[src/design/rigid_body_2d_integrator_unit_assert.svh]
// ----------------------------------------------------------------------------
// Rigid body integrator assertion macros
// Concurrent assertion wrappers, empty in synthesis builds.
// ----------------------------------------------------------------------------
`ifndef RIGID_BODY_2D_INTEGRATOR_UNIT_ASSERT_SVH
`define RIGID_BODY_2D_INTEGRATOR_UNIT_ASSERT_SVH

`ifndef SYNTHESIS
// checked outside reset
`define RBI_ASSERT(lbl, prop, msg) \
  lbl: assert property (@(posedge clk_i) disable iff (!rst_ni) prop) else $error(msg);
// checked during reset too
`define RBI_ASSERT_ALWAYS(lbl, prop, msg) \
  lbl: assert property (@(posedge clk_i) prop) else $error(msg);
`else
`define RBI_ASSERT(lbl, prop, msg)
`define RBI_ASSERT_ALWAYS(lbl, prop, msg)
`endif

`endif

[src/design/rbi_pkg.sv]
// ----------------------------------------------------------------------------
// Rigid body integrator package
// Payload types, register map, state codes and saturation helpers.
// ----------------------------------------------------------------------------
package rbi_pkg;

  localparam int RBI_FRAC_BITS = 16;
  localparam int RBI_ADDR_W    = 5;

  typedef struct packed {
    logic               command;
    logic signed [31:0] push_x;
    logic signed [31:0] push_y;
    logic signed [31:0] contact_x;
    logic signed [31:0] contact_y;
    logic        [15:0] time_step;
  } in_item_t;

  typedef struct packed {
    logic signed [31:0] position_x;
    logic signed [31:0] position_y;
    logic signed [31:0] heading;
    logic signed [31:0] velocity_x;
    logic signed [31:0] velocity_y;
    logic signed [31:0] spin_rate;
  } out_item_t;

  // register indexes (byte address / 4)
  localparam logic [2:0] REG_INV_MASS    = 3'd0;
  localparam logic [2:0] REG_INV_INERTIA = 3'd1;
  localparam logic [2:0] REG_MAX_LIN     = 3'd2;
  localparam logic [2:0] REG_MAX_ANG     = 3'd3;
  localparam logic [2:0] REG_LIN_DAMP    = 3'd4;
  localparam logic [2:0] REG_ANG_DAMP    = 3'd5;
  localparam logic [2:0] REG_MIN_LIN     = 3'd6;
  localparam logic [2:0] REG_MIN_ANG     = 3'd7;

  localparam logic CMD_FORCE     = 1'b0;
  localparam logic CMD_INTEGRATE = 1'b1;

  typedef enum logic [3:0] {
    ST_IDLE = 4'b0001,
    ST_RUN  = 4'b0010,
    ST_WAIT = 4'b0100,
    ST_DONE = 4'b1000
  } state_e;

  typedef enum logic [4:0] {
    OP_AX, OP_VX, OP_AY, OP_VY, OP_SQX, OP_SQY, OP_SQRT,
    OP_NX, OP_DX, OP_NY, OP_DY, OP_ALPHA, OP_W,
    OP_DVX, OP_DVY, OP_DW, OP_PX, OP_PY, OP_PA,
    OP_T1, OP_T2
  } op_e;

  function automatic logic signed [31:0] sat64(input logic signed [63:0] v);
    logic signed [63:0] hi;
    logic signed [63:0] lo;
    hi = 64'sd2147483647;
    lo = -64'sd2147483648;
    if (v > hi) return 32'sh7fffffff;
    else if (v < lo) return 32'sh80000000;
    else return v[31:0];
  endfunction

  function automatic logic signed [31:0] sat_add(input logic signed [31:0] a,
                                                 input logic signed [31:0] b);
    logic signed [32:0] s;
    s = {a[31], a} + {b[31], b};
    if (s[32] != s[31]) return s[32] ? 32'sh80000000 : 32'sh7fffffff;
    else return s[31:0];
  endfunction

  function automatic logic signed [31:0] sat_sub(input logic signed [31:0] a,
                                                 input logic signed [31:0] b);
    logic signed [32:0] s;
    s = {a[31], a} - {b[31], b};
    if (s[32] != s[31]) return s[32] ? 32'sh80000000 : 32'sh7fffffff;
    else return s[31:0];
  endfunction

  function automatic logic [32:0] mag33(input logic signed [31:0] v);
    logic signed [32:0] w;
    w = {v[31], v};
    return v[31] ? 33'(-w) : 33'(w);
  endfunction

endpackage

[src/design/rigid_body_2d_integrator_unit.sv]
// ----------------------------------------------------------------------------
// Rigid body 2D integrator unit
// Fixed-point semi-implicit Euler integrator for one body, built around a
// micro-step sequencer and shared bit-serial multiply, root and divide units.
// ----------------------------------------------------------------------------
//  channel  | direction | handshake              | payload
//  ---------+-----------+------------------------+-------------------------
//  in       | sink      | in_valid_i/in_stall_o  | in_data_i  (in_item_t)
//  out      | source    | out_valid_o/out_stall_i| out_data_o (out_item_t)
//  cfg      | sink      | APB psel/penable       | pwdata/prdata, 8 regs
//
//  Work: a force transaction takes two serial multiplies. An integrate takes
//  14 multiplies and a root; when the speed clamp engages, two more
//  multiplies and two divides follow. An integrate on a frozen body (zero
//  inverse mass) goes straight to the result. One transaction at a time.
//  Reset clears the body state and loads the register defaults; no sweep.
//  A stalled result sits in the output register while the next transaction
//  is accepted and worked on.
// ----------------------------------------------------------------------------
module rigid_body_2d_integrator_unit #(
  parameter int FRAC_BITS = rbi_pkg::RBI_FRAC_BITS
) (
  input  logic                            clk_i,
  input  logic                            rst_ni,
  input  logic                            in_valid_i,
  output logic                            in_stall_o,
  input  rbi_pkg::in_item_t               in_data_i,
  output logic                            out_valid_o,
  input  logic                            out_stall_i,
  output rbi_pkg::out_item_t              out_data_o,
  input  logic                            psel,
  input  logic                            penable,
  input  logic                            pwrite,
  input  logic [rbi_pkg::RBI_ADDR_W-1:0]  paddr,
  input  logic [31:0]                     pwdata,
  output logic [31:0]                     prdata,
  output logic                            pready
);
  import rbi_pkg::*;

  `include "rigid_body_2d_integrator_unit_assert.svh"

  // ---------------- configuration registers ----------------
  logic [30:0] inv_mass_q, inv_inertia_q, max_lin_q, max_ang_q;
  logic [30:0] min_lin_q, min_ang_q;
  logic [16:0] lin_damp_q, ang_damp_q;
  logic        cfg_wr;
  logic [2:0]  cfg_idx;

  assign pready  = 1'b1;
  assign cfg_wr  = psel && penable && pwrite;
  assign cfg_idx = paddr[4:2];

  always_ff @(posedge clk_i or negedge rst_ni) begin
    if (!rst_ni) begin
      inv_mass_q    <= 31'd65536;
      inv_inertia_q <= 31'd65536;
      max_lin_q     <= 31'h7fffffff;
      max_ang_q     <= 31'h7fffffff;
      lin_damp_q    <= 17'd65536;
      ang_damp_q    <= 17'd65536;
      min_lin_q     <= '0;
      min_ang_q     <= '0;
    end else if (cfg_wr) begin
      unique case (cfg_idx)
        REG_INV_MASS:    inv_mass_q    <= pwdata[30:0];
        REG_INV_INERTIA: inv_inertia_q <= pwdata[30:0];
        REG_MAX_LIN:     max_lin_q     <= pwdata[30:0];
        REG_MAX_ANG:     max_ang_q     <= pwdata[30:0];
        REG_LIN_DAMP:    lin_damp_q    <= pwdata[16:0];
        REG_ANG_DAMP:    ang_damp_q    <= pwdata[16:0];
        REG_MIN_LIN:     min_lin_q     <= pwdata[30:0];
        REG_MIN_ANG:     min_ang_q     <= pwdata[30:0];
        default:         ;
      endcase
    end
  end

  always_comb begin
    unique case (cfg_idx)
      REG_INV_MASS:    prdata = {1'b0, inv_mass_q};
      REG_INV_INERTIA: prdata = {1'b0, inv_inertia_q};
      REG_MAX_LIN:     prdata = {1'b0, max_lin_q};
      REG_MAX_ANG:     prdata = {1'b0, max_ang_q};
      REG_LIN_DAMP:    prdata = {15'd0, lin_damp_q};
      REG_ANG_DAMP:    prdata = {15'd0, ang_damp_q};
      REG_MIN_LIN:     prdata = {1'b0, min_lin_q};
      REG_MIN_ANG:     prdata = {1'b0, min_ang_q};
      default:         prdata = '0;
    endcase
  end

  // ---------------- body state ----------------
  logic signed [31:0] fax_q, fay_q, torque_q;
  logic signed [31:0] px_q, py_q, ang_q, vx_q, vy_q, spin_q;
  // scratch
  logic signed [31:0] tmp_q, w_q;
  logic signed [63:0] tw_q;      // first torque product, already shifted
  logic        [63:0] sq_q;      // squared speed, then divide numerator
  logic        [31:0] speed_q;
  logic               nneg_q;    // sign of component being rescaled
  in_item_t           in_q;

  state_e state_q;
  op_e    op_q;

  // ---------------- shared units ----------------
  logic               mul_start, sqrt_start, div_start;
  logic               mul_busy, sqrt_busy, div_busy;
  logic               mul_done, sqrt_done, div_done;
  logic signed [32:0] op_a, op_b;
  logic        [63:0] mul_mag;
  logic               mul_neg;
  logic        [31:0] root, quot;

  rbi_mul u_mul (
    .clk_i, .rst_ni, .start_i(mul_start), .a_i(op_a), .b_i(op_b),
    .busy_o(mul_busy), .done_o(mul_done), .mag_o(mul_mag), .neg_o(mul_neg)
  );

  rbi_sqrt u_sqrt (
    .clk_i, .rst_ni, .start_i(sqrt_start), .x_i(sq_q),
    .busy_o(sqrt_busy), .done_o(sqrt_done), .root_o(root)
  );

  rbi_div u_div (
    .clk_i, .rst_ni, .start_i(div_start), .num_i(sq_q), .den_i(speed_q),
    .busy_o(div_busy), .done_o(div_done), .quot_o(quot)
  );

  // signed product, floor shift (arithmetic shift is floor), saturated Q value
  logic signed [63:0] prod, prod_sh;
  logic signed [31:0] qm;
  assign prod    = mul_neg ? -$signed(mul_mag) : $signed(mul_mag);
  assign prod_sh = prod >>> FRAC_BITS;
  assign qm      = sat64(prod_sh);

  // lever arm from the latched contact point
  logic signed [31:0] rx, ry;
  assign rx = sat_sub(in_q.contact_x, px_q);
  assign ry = sat_sub(in_q.contact_y, py_q);

  logic signed [32:0] dt33;
  assign dt33 = {17'd0, in_q.time_step};

  // operand select per micro-step
  always_comb begin
    op_a = '0;
    op_b = '0;
    unique case (op_q)
      OP_AX:    begin op_a = {fax_q[31], fax_q}; op_b = {2'b00, inv_mass_q}; end
      OP_AY:    begin op_a = {fay_q[31], fay_q}; op_b = {2'b00, inv_mass_q}; end
      OP_VX, OP_VY, OP_W: begin
        op_a = {tmp_q[31], tmp_q}; op_b = dt33;
      end
      OP_SQX:   begin op_a = {vx_q[31], vx_q}; op_b = {vx_q[31], vx_q}; end
      OP_SQY:   begin op_a = {vy_q[31], vy_q}; op_b = {vy_q[31], vy_q}; end
      OP_NX:    begin op_a = {vx_q[31], vx_q}; op_b = {2'b00, max_lin_q}; end
      OP_NY:    begin op_a = {vy_q[31], vy_q}; op_b = {2'b00, max_lin_q}; end
      OP_ALPHA: begin op_a = {torque_q[31], torque_q}; op_b = {2'b00, inv_inertia_q}; end
      OP_DVX:   begin op_a = {vx_q[31], vx_q}; op_b = {16'd0, lin_damp_q}; end
      OP_DVY:   begin op_a = {vy_q[31], vy_q}; op_b = {16'd0, lin_damp_q}; end
      OP_DW:    begin op_a = {w_q[31], w_q}; op_b = {16'd0, ang_damp_q}; end
      OP_PX:    begin op_a = {vx_q[31], vx_q}; op_b = dt33; end
      OP_PY:    begin op_a = {vy_q[31], vy_q}; op_b = dt33; end
      OP_PA:    begin op_a = {spin_q[31], spin_q}; op_b = dt33; end
      OP_T1:    begin op_a = {rx[31], rx}; op_b = {in_q.push_y[31], in_q.push_y}; end
      OP_T2:    begin op_a = {ry[31], ry}; op_b = {in_q.push_x[31], in_q.push_x}; end
      default:  ;
    endcase
  end

  // unit launch from RUN: root, divide, or multiply
  logic run;
  assign run        = (state_q == ST_RUN);
  assign sqrt_start = run && (op_q == OP_SQRT);
  assign div_start  = run && ((op_q == OP_DX) || (op_q == OP_DY));
  assign mul_start  = run && !sqrt_start && !div_start;

  logic unit_done;
  assign unit_done = mul_done || sqrt_done || div_done;

  // final micro-step of a force or an integrate
  logic last_op;
  assign last_op = (op_q == OP_PA) || (op_q == OP_T2);

  // clamp of the old spin
  logic signed [31:0] w_clamp;
  always_comb begin
    if (mag33(spin_q) > {2'b00, max_ang_q})
      w_clamp = spin_q[31] ? -$signed({1'b0, max_ang_q}) : $signed({1'b0, max_ang_q});
    else
      w_clamp = spin_q;
  end

  logic signed [31:0] quot_s;
  assign quot_s = nneg_q ? -$signed(quot) : $signed(quot);

  // ---------------- output register ----------------
  logic      out_valid_q;
  out_item_t out_q;
  logic      out_free;
  assign out_free = !out_valid_q || !out_stall_i;

  logic accept;
  assign in_stall_o = (state_q != ST_IDLE);
  assign accept     = in_valid_i && !in_stall_o;

  // ---------------- sequencer ----------------
  always_ff @(posedge clk_i or negedge rst_ni) begin
    if (!rst_ni) begin
      state_q     <= ST_IDLE;
      op_q        <= OP_AX;
      out_valid_q <= 1'b0;
      fax_q    <= '0; fay_q <= '0; torque_q <= '0;
      px_q     <= '0; py_q  <= '0; ang_q    <= '0;
      vx_q     <= '0; vy_q  <= '0; spin_q   <= '0;
    end else begin
      // DONE loads the next result itself
      if (out_valid_q && !out_stall_i && (state_q != ST_DONE)) out_valid_q <= 1'b0;
      unique case (state_q)
        ST_IDLE: begin
          if (accept) begin
            if (in_data_i.command == CMD_INTEGRATE) begin
              op_q    <= OP_AX;
              state_q <= (inv_mass_q == '0) ? ST_DONE : ST_RUN;
            end else begin
              op_q    <= OP_T1;
              state_q <= ST_RUN;
            end
          end
        end
        ST_RUN: state_q <= ST_WAIT;
        ST_WAIT: begin
          if (unit_done) begin
            state_q <= last_op ? ST_DONE : ST_RUN;
            unique case (op_q)
              OP_AX:  op_q <= OP_VX;
              OP_VX:  begin vx_q <= sat_add(vx_q, qm); op_q <= OP_AY; end
              OP_AY:  op_q <= OP_VY;
              OP_VY:  begin vy_q <= sat_add(vy_q, qm); op_q <= OP_SQX; end
              OP_SQX: op_q <= OP_SQY;
              OP_SQY: op_q <= OP_SQRT;
              OP_SQRT: op_q <= (root > {1'b0, max_lin_q}) ? OP_NX : OP_ALPHA;
              OP_NX:  op_q <= OP_DX;
              OP_DX:  begin vx_q <= quot_s; op_q <= OP_NY; end
              OP_NY:  op_q <= OP_DY;
              OP_DY:  begin vy_q <= quot_s; op_q <= OP_ALPHA; end
              OP_ALPHA: op_q <= OP_W;
              OP_W:   op_q <= OP_DVX;
              OP_DVX: begin vx_q <= qm; op_q <= OP_DVY; end
              OP_DVY: begin vy_q <= qm; op_q <= OP_DW; end
              OP_DW:  begin spin_q <= qm; op_q <= OP_PX; end
              OP_PX:  begin px_q <= sat_add(px_q, qm); op_q <= OP_PY; end
              OP_PY:  begin py_q <= sat_add(py_q, qm); op_q <= OP_PA; end
              OP_PA: begin
                ang_q <= sat_add(ang_q, qm);
                // sleep limits, after position and heading used the values
                if (mag33(vx_q) < {2'b00, min_lin_q}) vx_q <= '0;
                if (mag33(vy_q) < {2'b00, min_lin_q}) vy_q <= '0;
                if (mag33(spin_q) < {2'b00, min_ang_q}) spin_q <= '0;
                fax_q    <= '0;
                fay_q    <= '0;
                torque_q <= '0;
              end
              OP_T1:  op_q <= OP_T2;
              OP_T2: begin
                torque_q <= sat_add(torque_q, sat64(tw_q - prod_sh));
                fax_q    <= sat_add(fax_q, in_q.push_x);
                fay_q    <= sat_add(fay_q, in_q.push_y);
              end
              default: ;
            endcase
          end
        end
        ST_DONE: begin
          if (out_free) begin
            out_valid_q <= 1'b1;
            state_q     <= ST_IDLE;
          end
        end
        default: state_q <= ST_IDLE;
      endcase
    end
  end

  // scratch and payload registers
  always_ff @(posedge clk_i) begin
    if (accept) in_q <= in_data_i;
    if ((state_q == ST_WAIT) && unit_done) begin
      unique case (op_q)
        OP_AX, OP_AY: tmp_q <= qm;
        OP_ALPHA: begin tmp_q <= qm; w_q <= w_clamp; end
        OP_W:     w_q <= sat_add(w_q, qm);
        OP_SQX:   sq_q <= mul_mag;
        OP_SQY:   sq_q <= sq_q + mul_mag;
        OP_SQRT:  speed_q <= root;
        OP_NX, OP_NY: begin sq_q <= mul_mag; nneg_q <= mul_neg; end
        OP_T1:    tw_q <= prod_sh;
        default:  ;
      endcase
    end
    if ((state_q == ST_DONE) && out_free) begin
      out_q.position_x <= px_q;
      out_q.position_y <= py_q;
      out_q.heading    <= ang_q;
      out_q.velocity_x <= vx_q;
      out_q.velocity_y <= vy_q;
      out_q.spin_rate  <= spin_q;
    end
  end

  assign out_valid_o = out_valid_q;
  assign out_data_o  = out_q;

  // ---------------- assertions ----------------
  `RBI_ASSERT(a_accept_busy, accept |=> (state_q != ST_IDLE), "accept did not start work")
  `RBI_ASSERT(a_out_from_done, $rose(out_valid_q) |-> ($past(state_q) == ST_DONE),
              "result raised outside done")
  `RBI_ASSERT_ALWAYS(a_idle_units, (state_q == ST_IDLE) |-> !(mul_busy || sqrt_busy || div_busy),
                     "unit busy while idle")
endmodule

[src/design/rbi_mul.sv]
// ----------------------------------------------------------------------------
// Rigid body integrator multiplier
// Bit-serial shift-add sign-magnitude multiplier, one multiplier bit a cycle.
// ----------------------------------------------------------------------------
module rbi_mul (
  input  logic               clk_i,
  input  logic               rst_ni,
  input  logic               start_i,
  input  logic signed [32:0] a_i,
  input  logic signed [32:0] b_i,
  output logic               busy_o,
  output logic               done_o,
  output logic        [63:0] mag_o,
  output logic               neg_o
);
  logic        busy_q, done_q;
  logic [4:0]  cnt_q;
  logic [31:0] ma_q;
  logic [64:0] p_q;
  logic        neg_q;
  logic [33:0] sum;
  logic [32:0] a_abs, b_abs;

  assign a_abs = a_i[32] ? 33'(-a_i) : 33'(a_i);
  assign b_abs = b_i[32] ? 33'(-b_i) : 33'(b_i);
  assign sum   = {1'b0, p_q[64:32]} + (p_q[0] ? {2'b00, ma_q} : 34'd0);

  always_ff @(posedge clk_i or negedge rst_ni) begin
    if (!rst_ni) begin
      busy_q <= 1'b0;
      done_q <= 1'b0;
      cnt_q  <= '0;
    end else begin
      done_q <= 1'b0;
      if (start_i) begin
        busy_q <= 1'b1;
        cnt_q  <= '0;
      end else if (busy_q) begin
        cnt_q <= cnt_q + 5'd1;
        if (cnt_q == 5'd31) begin
          busy_q <= 1'b0;
          done_q <= 1'b1;
        end
      end
    end
  end

  always_ff @(posedge clk_i) begin
    if (start_i) begin
      ma_q  <= a_abs[31:0];
      p_q   <= {33'd0, b_abs[31:0]};
      neg_q <= a_i[32] ^ b_i[32];
    end else if (busy_q) begin
      p_q <= {sum[32:0], p_q[31:0]} >> 1;
    end
  end

  assign busy_o = busy_q;
  assign done_o = done_q;
  assign mag_o  = p_q[63:0];
  assign neg_o  = neg_q;
endmodule

[src/design/rbi_sqrt.sv]
// ----------------------------------------------------------------------------
// Rigid body integrator square root
// Digit-by-digit floor square root, two radicand bits a cycle.
// ----------------------------------------------------------------------------
module rbi_sqrt (
  input  logic        clk_i,
  input  logic        rst_ni,
  input  logic        start_i,
  input  logic [63:0] x_i,
  output logic        busy_o,
  output logic        done_o,
  output logic [31:0] root_o
);
  logic        busy_q, done_q;
  logic [4:0]  cnt_q;
  logic [63:0] x_q;
  logic [34:0] r_q, r_n, trial;
  logic [31:0] q_q;

  assign r_n   = {r_q[32:0], x_q[63:62]};
  assign trial = {1'b0, q_q, 2'b01};

  always_ff @(posedge clk_i or negedge rst_ni) begin
    if (!rst_ni) begin
      busy_q <= 1'b0;
      done_q <= 1'b0;
      cnt_q  <= '0;
    end else begin
      done_q <= 1'b0;
      if (start_i) begin
        busy_q <= 1'b1;
        cnt_q  <= '0;
      end else if (busy_q) begin
        cnt_q <= cnt_q + 5'd1;
        if (cnt_q == 5'd31) begin
          busy_q <= 1'b0;
          done_q <= 1'b1;
        end
      end
    end
  end

  always_ff @(posedge clk_i) begin
    if (start_i) begin
      x_q <= x_i;
      r_q <= '0;
      q_q <= '0;
    end else if (busy_q) begin
      x_q <= {x_q[61:0], 2'b00};
      if (r_n >= trial) begin
        r_q <= r_n - trial;
        q_q <= {q_q[30:0], 1'b1};
      end else begin
        r_q <= r_n;
        q_q <= {q_q[30:0], 1'b0};
      end
    end
  end

  assign busy_o = busy_q;
  assign done_o = done_q;
  assign root_o = q_q;
endmodule

[src/design/rbi_div.sv]
// ----------------------------------------------------------------------------
// Rigid body integrator divider
// Restoring unsigned divider, one quotient bit a cycle.
// ----------------------------------------------------------------------------
module rbi_div (
  input  logic        clk_i,
  input  logic        rst_ni,
  input  logic        start_i,
  input  logic [63:0] num_i,
  input  logic [31:0] den_i,
  output logic        busy_o,
  output logic        done_o,
  output logic [31:0] quot_o
);
  logic        busy_q, done_q;
  logic [5:0]  cnt_q;
  logic [63:0] nq_q;   // numerator shifts out, quotient shifts in
  logic [31:0] rem_q, den_q;
  logic [32:0] rem_n;

  assign rem_n = {rem_q, nq_q[63]};

  always_ff @(posedge clk_i or negedge rst_ni) begin
    if (!rst_ni) begin
      busy_q <= 1'b0;
      done_q <= 1'b0;
      cnt_q  <= '0;
    end else begin
      done_q <= 1'b0;
      if (start_i) begin
        busy_q <= 1'b1;
        cnt_q  <= '0;
      end else if (busy_q) begin
        cnt_q <= cnt_q + 6'd1;
        if (cnt_q == 6'd63) begin
          busy_q <= 1'b0;
          done_q <= 1'b1;
        end
      end
    end
  end

  always_ff @(posedge clk_i) begin
    if (start_i) begin
      nq_q  <= num_i;
      rem_q <= '0;
      den_q <= den_i;
    end else if (busy_q) begin
      if (rem_n >= {1'b0, den_q}) begin
        rem_q <= 32'(rem_n - {1'b0, den_q});
        nq_q  <= {nq_q[62:0], 1'b1};
      end else begin
        rem_q <= rem_n[31:0];
        nq_q  <= {nq_q[62:0], 1'b0};
      end
    end
  end

  assign busy_o = busy_q;
  assign done_o = done_q;
  assign quot_o = nq_q[31:0];
endmodule

[config.mk]
export PLATFORM = sky130hd
export DESIGN_NAME = rigid_body_2d_integrator_unit
export DESIGN_NICKNAME = d
export VERILOG_FILES = /design/src/design/rbi_pkg.sv /design/src/design/rigid_body_2d_integrator_unit.sv /design/src/design/rbi_mul.sv /design/src/design/rbi_sqrt.sv /design/src/design/rbi_div.sv
export VERILOG_INCLUDE_DIRS = /design/src /design/src/design
export SDC_FILE = /design/constraint.sdc
export NUM_CORES = 2
export LEC_CHECK = 0
export BUFFER_PORTS_ARGS = -buffer_cell sky130_fd_sc_hd__buf_2
export CAP_MARGIN = 0
export CORE_ASPECT_RATIO = 0.6
export CORE_MARGIN = 5
export CORE_UTILIZATION = 45
export CTS_CLUSTER_DIAMETER = 200
export DETAILED_ROUTE_END_ITERATION = 8
export PLACE_DENSITY = 0.71
export SLEW_MARGIN = 25
export SYNTH_ARGS = -nofsm -noshare
export SYNTH_HDL_FRONTEND = slang
export SYNTH_HIERARCHICAL = 1
export SYNTH_SLANG_ARGS = --single-unit
[constraint.sdc]
create_clock -name clk_i -period 18.4 [get_ports clk_i]
set_input_delay 1.84 -clock clk_i [delete_from_list [all_inputs] [get_ports clk_i]]
set_output_delay 1.84 -clock clk_i [all_outputs]
set_load 0.01 [all_outputs]
==> impl_metrics.tcl <==
set metrics [dict create \
    status "finished with violations" \
    violations "design-rule violations" \
    critPathLaunchType "flop" \
    required_ns 19.06 \
    slew_violations 0 \
    drc 11 \
    hold_class "flop to flop" \
    rows 132 \
    setup.worst_path.start "u_mul/p_q[25]" \
    worst_slew_pin_slew_ns 1.21 \
    syn_area_um2 97000 \
    cp_common_cell "buf_4" \
    hold_depth 0 \
    yosys_warnings 6 \
    relSlewSlack_pct 17.2 \
    gr-total-overflow 0 \
    dr.pass1.iters 9 \
    cp_top_family "compound AO/OA/AOI/OAI gates" \
    grtUsageTotal_pct 36.3 \
    hold_viol 0 \
    period_minus_slack_ns 13.26 \
    rsz0062_at_grt "no" \
    p_leak_nw 46.1 \
    syn-num-nets 10895 \
    worstSetupEndpointType "flop" \
    dp_cells 13004 \
    post_cts_buffers 0 \
    yosysTopAreaCell "edfxtp_1" \
    p_per_area_nw_per_um2 145 \
    reg2reg_slack_ns 5.14 \
    wl_mm 425 \
    path_buf_inv 4 \
    synthArstFlopShare_pct 37.5 \
    worstHoldEndpoint "u_div/den_q[12]" \
    cts_tree "built" \
    fmax_mhz 75.4 \
    antenna_left 0 \
    synth-edff-count 770 \
    antenna_found_initial 68 \
    setup_viol 0 \
    timing.rr.end "ang_q[19]" \
    num_io_pins 416 \
    grt_pass1_vias 79167 \
    synth_top_area_share_pct 23.8 \
    first_iter_violations 12630 \
    htreeDepth 4 \
    die-area_um2 225000 \
    r2r_cells 34 \
    ys_ff_latch 1439 \
    fin_tns_setup_ns 0 \
    synth_cell_types 128 \
    period_share_pct 72.1 \
    fin_cells 13333 \
    gp_congestion 1.06 \
    root_buffer "clkbuf_16" \
    max_cap_violations 0 \
    cp_slowest_cell "a2111oi_0" \
    critPathMaxStageDelay_ns 1.06 \
    cts_resized 0 \
    fin_skew_ns 0.0593 \
    synthFlopType "edfxtp_1" \
    vias 86743 \
    cts.clk_slew.worst_paths_ns 0.07 \
    die_x_um 609 \
    synth_area_per_cell_um2 9.71 \
    synthCells 9989 \
    cts_num_sinks 1439 \
    hpwlAfterDp_mm 328 \
    synthToLayoutAreaGrowth_pct 11.7 \
    start_util_pct 45.1 \
    grt_start_max_net_pins 130 \
    grt_pass1_wl_mm 595 \
    core_um2 215000 \
    arrival_ns 13.92 \
    numCtsBuffers 160 \
    worst-setup-path-type "flop to flop" \
    synth_area_leaders "edfxtp_1 (24%), dfrtp_1 (12%), ha_1 (9.1%)" \
    cts_max_path_buffers 4 \
    max-vdd-ir-drop_v 0.000168 \
    clock_latency_ns 0.86 \
    avgViaCountPerCell 6.51 \
    yosysSeqAreaShare_pct 40.5 \
    holdBufCountCts 0 \
    reg2reg_from "u_mul/p_q[25]" \
    die_y_um 370 \
    crit_fanout 27 \
    min_from "speed_q[12]" \
    layout.nets 11193 \
    drive_gt1_share_pct 14.0 \
    portBuffers 410 \
    wl_per_cell_um 31.9 \
]
-- cells by family (layout without fill, tap and decap cells) --
| family | Yosys count | in the layout | share of synthesized area [%] |
|---|---|---|---|
| xor+xnor | 763 | 763 | 7.11 |
| mux | 462 | 462 | 5.30 |
| flops | 1439 | 1439 | 40.5 |
| fa+ha+maj | 791 | 791 | 10.1 |
| simple gates | 2653 | 2653 | 13.1 |
| buf+inv | 1013 | 1435 | 4.18 |
| compound gates | 2866 | 2866 | 19.7 |
| other cells | 2 | 43 | 0.00774 |
-- how the worst max path moves through the flow --
| stage | endpoint | slack [ns] | cells after the start |
|---|---|---|---|
| 6_report | ang_q[19] | 5.14 | 34 |
| 5_1_grt | torque_q[27] | 4.51 | 46 |
| 4_1_cts | torque_q[5] | 5.49 | 42 |
| 3_5_place_dp | torque_q[17] | 5.52 | 42 |
| 3_3_place_gp | torque_q[10] | 5.54 | 45 |
| 2_1_floorplan | out_data_o[0] | 6.75 | 1 |
-- cells in the mapped netlist, types with 160 or more instances --
cell type	n
a21o_1	245
o21ai_0	719
edfxtp_1	770
mux2_2	272
clkbuf_1	373
xnor2_1	482
a21oi_1	659
nand2_1	871
nor2_1	665
ha_1	702
xor2_1	265
dfrtp_1	473
mux2i_1	174
inv_1	515
nor3_1	165
nand3_1	160
-- where the power goes --
| part | total [mW] | switching [mW] | internal, mW |
|---|---|---|---|
| logic | 7.74 | 5.01 | 2.73 |
| clock network | 3.53 | 1.50 | 2.03 |
| registers | 4.46 | 0.576 | 3.88 |
| total | 15.7 | 7.08 | 8.64 |
-- worst register-to-register path: cells and delay by family, from the launching register on --
family / cells / cell delay (ns)
simple gates: 12 / 4.20
buf+inv: 4 / 1.60
xor+xnor: 1 / 0.15
fa+ha+maj: 1 / 0.49
flops: 1 / 0.66
compound gates: 16 / 5.99
-- per-stage QoR --
stage | setup slack [ns] | power, mW | instance area, µm² | utilization (%) | hold WS (ns)
2_1_floorplan | 6.75 | 9.26 | 97000 | - | 0.400
3_3_place_gp | 5.54 | 11.8 | 103000 | 47.7 | 0.403
3_5_place_dp | 5.52 | 11.9 | 103000 | 47.7 | 0.405
4_1_cts | 5.49 | 15.4 | 108000 | 50.3 | 0.417
5_1_grt | 4.51 | 16.4 | 108000 | 50.3 | 0.426
6_report | 5.14 | 15.7 | 108000 | 50.4 | 0.419
-- flip-flops by register name, indices dropped and copies added, names as in the netlist, 33 cells and up --
register and cells:
in_q 128, u_mul/p_q 64, sq_q 64, out_data_o 192, u_sqrt/r_q 33, u_sqrt/x_q 64
u_div/nq_q 64, tw_q 48
-- cells in the final DEF, fill, tap and decap left out, types with 78 or more instances in the layout --
cell / count
dfxtp_1: 129
edfxtp_1: 770
a222oi_1: 107
buf_2: 413
xnor2_1: 479
xor2_1: 264
nand2_1: 870
clkbuf_16: 165
o21ai_0: 715
nor2b_1: 97
o31ai_1: 101
ha_1: 702
nor2_1: 646
buf_4: 212
dfrtp_1: 471
nand4_1: 95
nand3_1: 159
inv_1: 512
mux2i_1: 174
nor3_1: 155
a21o_1: 245
nand2b_1: 127
and2_1: 78
a211oi_1: 88
mux2_2: 272
a21oi_1: 653
or3_1: 103
-- metal layers --
| layer | routed length (µm) | part of all wire, % | GRT usage [%] | up-vias |
|---|---|---|---|---|
| li1 | - | - | - | 37732 |
| met1 | 184000 | 43 | 52.7 | 42812 |
| met2 | 164000 | 38 | 48.0 | 5362 |
| met3 | 56900 | 13 | 13.2 | 821 |
| met4 | 20200 | 4.8 | 15.5 | 16 |
| met5 | 96 | 0.023 | 0 | - |
-- final cells by class --
cell class	count	area [µm²]
well taps	2881	3600
multi-input cells	7537	54100
fillers	19652	107000
repair buffers	632	3780
clock inverters	85	1120
clock buffers	201	4430
inverters	517	1940
diodes	41	103
flip-flops and latches	1439	39300
(Power assumes the default switching activity.)
